### config.mk
export PLATFORM = sky130hd
export DESIGN_NAME = lph_ram
export DESIGN_NICKNAME = d
export VERILOG_FILES = /design/src/hdl/lph_ram.sv
export SDC_FILE = /design/constraint.sdc
export NUM_CORES = 1
export LEC_CHECK = 0
export ABC_AREA = 0
export BUFFER_PORTS_ARGS = -buffer_cell sky130_fd_sc_hd__buf_2
export CAP_MARGIN = 40
export CORE_UTILIZATION = 30
export DETAILED_ROUTE_END_ITERATION = 10
export PLACE_DENSITY_LB_ADDON = 0.08
export REMOVE_ABC_BUFFERS = 1
export SLEW_MARGIN = 25
export SYNTH_ARGS = -nofsm -noshare
export SYNTH_HDL_FRONTEND = slang
export SYNTH_SLANG_ARGS = --single-unit
### constraint.sdc
create_clock -name clk -period 2.2 [get_ports clk]
set_input_delay 0.33 -clock clk [delete_from_list [all_inputs] [get_ports clk]]
set_output_delay 0.33 -clock clk [all_outputs]
set_load 0.005 [all_outputs]
### src/hdl/lph_ram.sv
// generic single-clock ram, one write port and one registered read port
`default_nettype none
module lph_ram #(
  parameter int WIDTH = 8,
  parameter int DEPTH = 16
) (
  input  wire logic                     clk,
  input  wire logic                     wr_en,
  input  wire logic [$clog2(DEPTH)-1:0] wr_addr,
  input  wire logic [WIDTH-1:0]         wr_data,
  input  wire logic [$clog2(DEPTH)-1:0] rd_addr,
  output logic      [WIDTH-1:0]         rd_data
);

  logic [WIDTH-1:0] mem [DEPTH];

  always_ff @(posedge clk) begin
    if (wr_en) begin
      mem[wr_addr] <= wr_data;
    end
    rd_data <= mem[rd_addr];
  end

endmodule
`default_nettype wire

==> load_flow_metrics.sql <==
INSERT INTO impl_metrics (metric_group, metric, value, unit) VALUES
('global_route', 'grt.total_usage', '0.143', ''),
('global_route', 'antenna_found_initial', '0', ''),
('layout', 'layout.cells.most_common', 'edfxtp_1', ''),
('power_and_ir_drop', 'power-per-cell-area', '1020', 'nW/µm²'),
('layout', 'antenna-diode-count', '0', ''),
('power_and_ir_drop', 'ir_worst_vdd', '0.000593', 'V'),
('sta', 'fmaxAchievable', '716', 'MHz'),
('placement', 'post-dp-hpwl', '7.25', 'mm'),
('sta', 'timing.final.crit_share', '0.635', ''),
('detailed_routing', 'firstDrtPassIters', '4', ''),
('setup_path', 'critical_path_class', 'in -> reg', ''),
('clock_network', 'tritoncts_sinks', '136', ''),
('clock_network', 'clockRootBuffer', 'clkbuf_16', ''),
('worst_hold_path', 'whs_path_depth', '1', ''),
('detailed_routing', 'routed_wl', '11.3', 'mm'),
('global_route', 'grt-ovfl-total', '0', ''),
('detailed_routing', 'wl_met3', '363', 'µm'),
('logic_synthesis', 'synthesis.area', '5150', 'µm²'),
('setup_path', 'timing.critical_path.from', 'rd_addr[0]', ''),
('sta', 'setup_total_negative_slack', '0', 'ns'),
('logic_synthesis', 'ys_top_cells_by_area', 'edfxtp_1 75%, mux4_2 7.9%, mux4_1 7.1%, dfxtp_1 3.1%, a22oi_1 2.3%', ''),
('setup_path', 'worst_path_fanout_max', '10', ''),
('worst_hold_path', 'hold_class', 'in -> reg', ''),
('clock_network', 'hold_buffers', '0', ''),
('clock_network', 'cts.path.max_buffers', '2', ''),
('sta', 'hold_viol_final', '0', ''),
('logic_synthesis', 'ff_latch_count_synth', '136', ''),
('detailed_routing', 'wl_met1', '5.42', 'mm'),
('power_and_ir_drop', 'comb_power_share', '0.043', ''),
('placement', 'port-buffer-count', '25', ''),
('setup_path', 'launching_point_of_the_worst_reg2reg_path', 'mem[5][0]$_DFFE_PP_', ''),
('power_and_ir_drop', 'sequentialPowerShare', '0.453', ''),
('setup_path', 'endpoint', 'rd_data[5]$_DFF_P_', ''),
('placement', 'pre_cts_slack', '0.332', 'ns'),
('layout', 'mostFrequentLayoutCells', '128 x edfxtp_1, 25 x buf_2, 22 x buf_4', ''),
('detailed_routing', 'highest-signal-layer', 'met4', ''),
('setup_path', 'critical_path.endpoint_type', 'flip-flop', ''),
('layout', 'final.fill_count', '1521', ''),
('sta', 'fin_crit', '1.40', 'ns'),
('detailed_routing', 'ant_nets', '0', ''),
('sta', 'maxSlewViolCount', '0', ''),
('power_and_ir_drop', 'intPower', '5240', 'µW'),
('clock_network', 'numCtsBuffers', '17', ''),
('logic_synthesis', 'yosysTopAreaCell', 'edfxtp_1', ''),
('outcome', 'status', 'finished clean', ''),
('logic_synthesis', 'avgSynthCellArea', '22.5', 'µm²'),
('detailed_routing', 'drc', '0', ''),
('logic_synthesis', 'ys_seq_area_frac', '0.778', ''),
('detailed_routing', 'wl_met2', '5.32', 'mm'),
('clock_network', 'cts_tree', 'yes', ''),
('logic_synthesis', 'netlist-cell-type-count', '19', ''),
('sta', 'skew', '0.00331', 'ns'),
('power_and_ir_drop', 'switch_pwr', '1200', 'µW'),
('logic_synthesis', 'ys.warnings.count', '0', ''),
('sta', 'worst_pin_slew', '0.377', 'ns'),
('floorplanning', 'fp-row-count', '47', ''),
('power_and_ir_drop', 'power.clock.fraction', '0.504', ''),
('sta', 'slew-limit-headroom', '0.749', ''),
('clock_network', 'clk-insertion-delay-late', '0.42', 'ns'),
('floorplanning', 'initial_core_util', '0.309', ''),
('global_route', 'grt_first_pass_wirelength', '17.0', 'mm'),
('global_route', 'pin_count_of_the_biggest_net_entering_global_routing', '19', ''),
('setup_path', 'ff2ff_setup_slack', '0.81', 'ns'),
('logic_synthesis', 'synth_top_cell_area_share', '0.747', ''),
('clock_network', 'cts_resized', '0', ''),
('floorplanning', 'core-area', '16600', 'µm²'),
('clock_network', 'cts-htree-levels', '4', ''),
('power_and_ir_drop', 'total_leakage_power', '0.00216', 'µW'),
('floorplanning', 'chipWidth', '133', 'µm'),
('detailed_routing', 'routed_wl_per_cell', '21.7', 'µm'),
('logic_synthesis', 'postSynthCellCount', '229', '');
## worst max-delay path, cell delays in order
cell and delay, ns:
buf_2 0.13, buf_4 0.24, buf_4 0.19, mux4_2 0.50, a22oi_1 0.21, nand2_1 0.09
## power by group through the flow
stage | sequential (µW) | combinational, µW | clock [µW]
global placement | 2970 | 286 | 0
floorplan | 2960 | 116 | 0
CTS | 2920 | 290 | 3300
detailed placement | 2970 | 290 | 0
global route | 2920 | 311 | 3420
finish | 2920 | 280 | 3250
## metrics by stage
step                      instance area [µm²]  utilization  cells  power [µW]  hold slack [ns]
after global routing                     6350        0.381    520        6660            0.298
after floorplan                          5060            -    219        3080            0.429
after detailed placement                 5670        0.341    488        3260            0.653
after CTS                                6350        0.381    520        6510            0.303
final                                    6350        0.381    520        6440            0.311
after global placement                   5670        0.341    488        3260            0.660
## routing by layer
metal,GRT usage,vias to the layer above
met5,0,-
met4,0.0536,0
met3,0.0467,14
met2,0.210,42
met1,0.197,1305
li1,-,1086
## how the worst min path moves through the flow
| stage | from | endpoint |
|---|---|---|
| floorplan | wr_data[0] | mem[0][0]$_DFFE_PP_ |
| global placement | mem[12][1]$_DFFE_PP_ | rd_data[1]$_DFF_P_ |
| detailed placement | mem[15][4]$_DFFE_PP_ | rd_data[4]$_DFF_P_ |
| CTS | wr_data[6] | mem[4][6]$_DFFE_PP_ |
| global route | wr_data[5] | mem[8][5]$_DFFE_PP_ |
| finish | wr_data[6] | mem[4][6]$_DFFE_PP_ |
## cells in the mapped netlist (all sizes together)
cell type and number:
nor3 4, nor2 13, nand2b 2, or3b 1, nor2b 1, nand2 9
nand3 1, clkdlybuf4s25 3, and2 1, edfxtp 128, mux4 32, nand3b 2
buf 7, a22oi 16, and2b 1, dfxtp 8
## layout make-up
type                    instances  area, µm²  share of cell area
flip-flops and latches        136       4000               0.631
multi-input cells              83       1060               0.167
clock buffers                  17        425              0.0670
repair buffers                 49        330              0.0520
well taps                     220        275              0.0434
clock inverters                15        255              0.0402
## cells by family after synthesis
family,after synthesis,share of synthesized area
AOI/OAI and AO/OA,16,0.0233
muxes,32,0.150
and+or+nand+nor,35,0.0318
DFF,136,0.778
buffers and inverters,10,0.0168
## registers in the layout, indices dropped and copies added, names as in the netlist
| name | count |
|---|---|
| mem | 128 |
| rd_data | 8 |
Power figures use the tool's default switching activity.
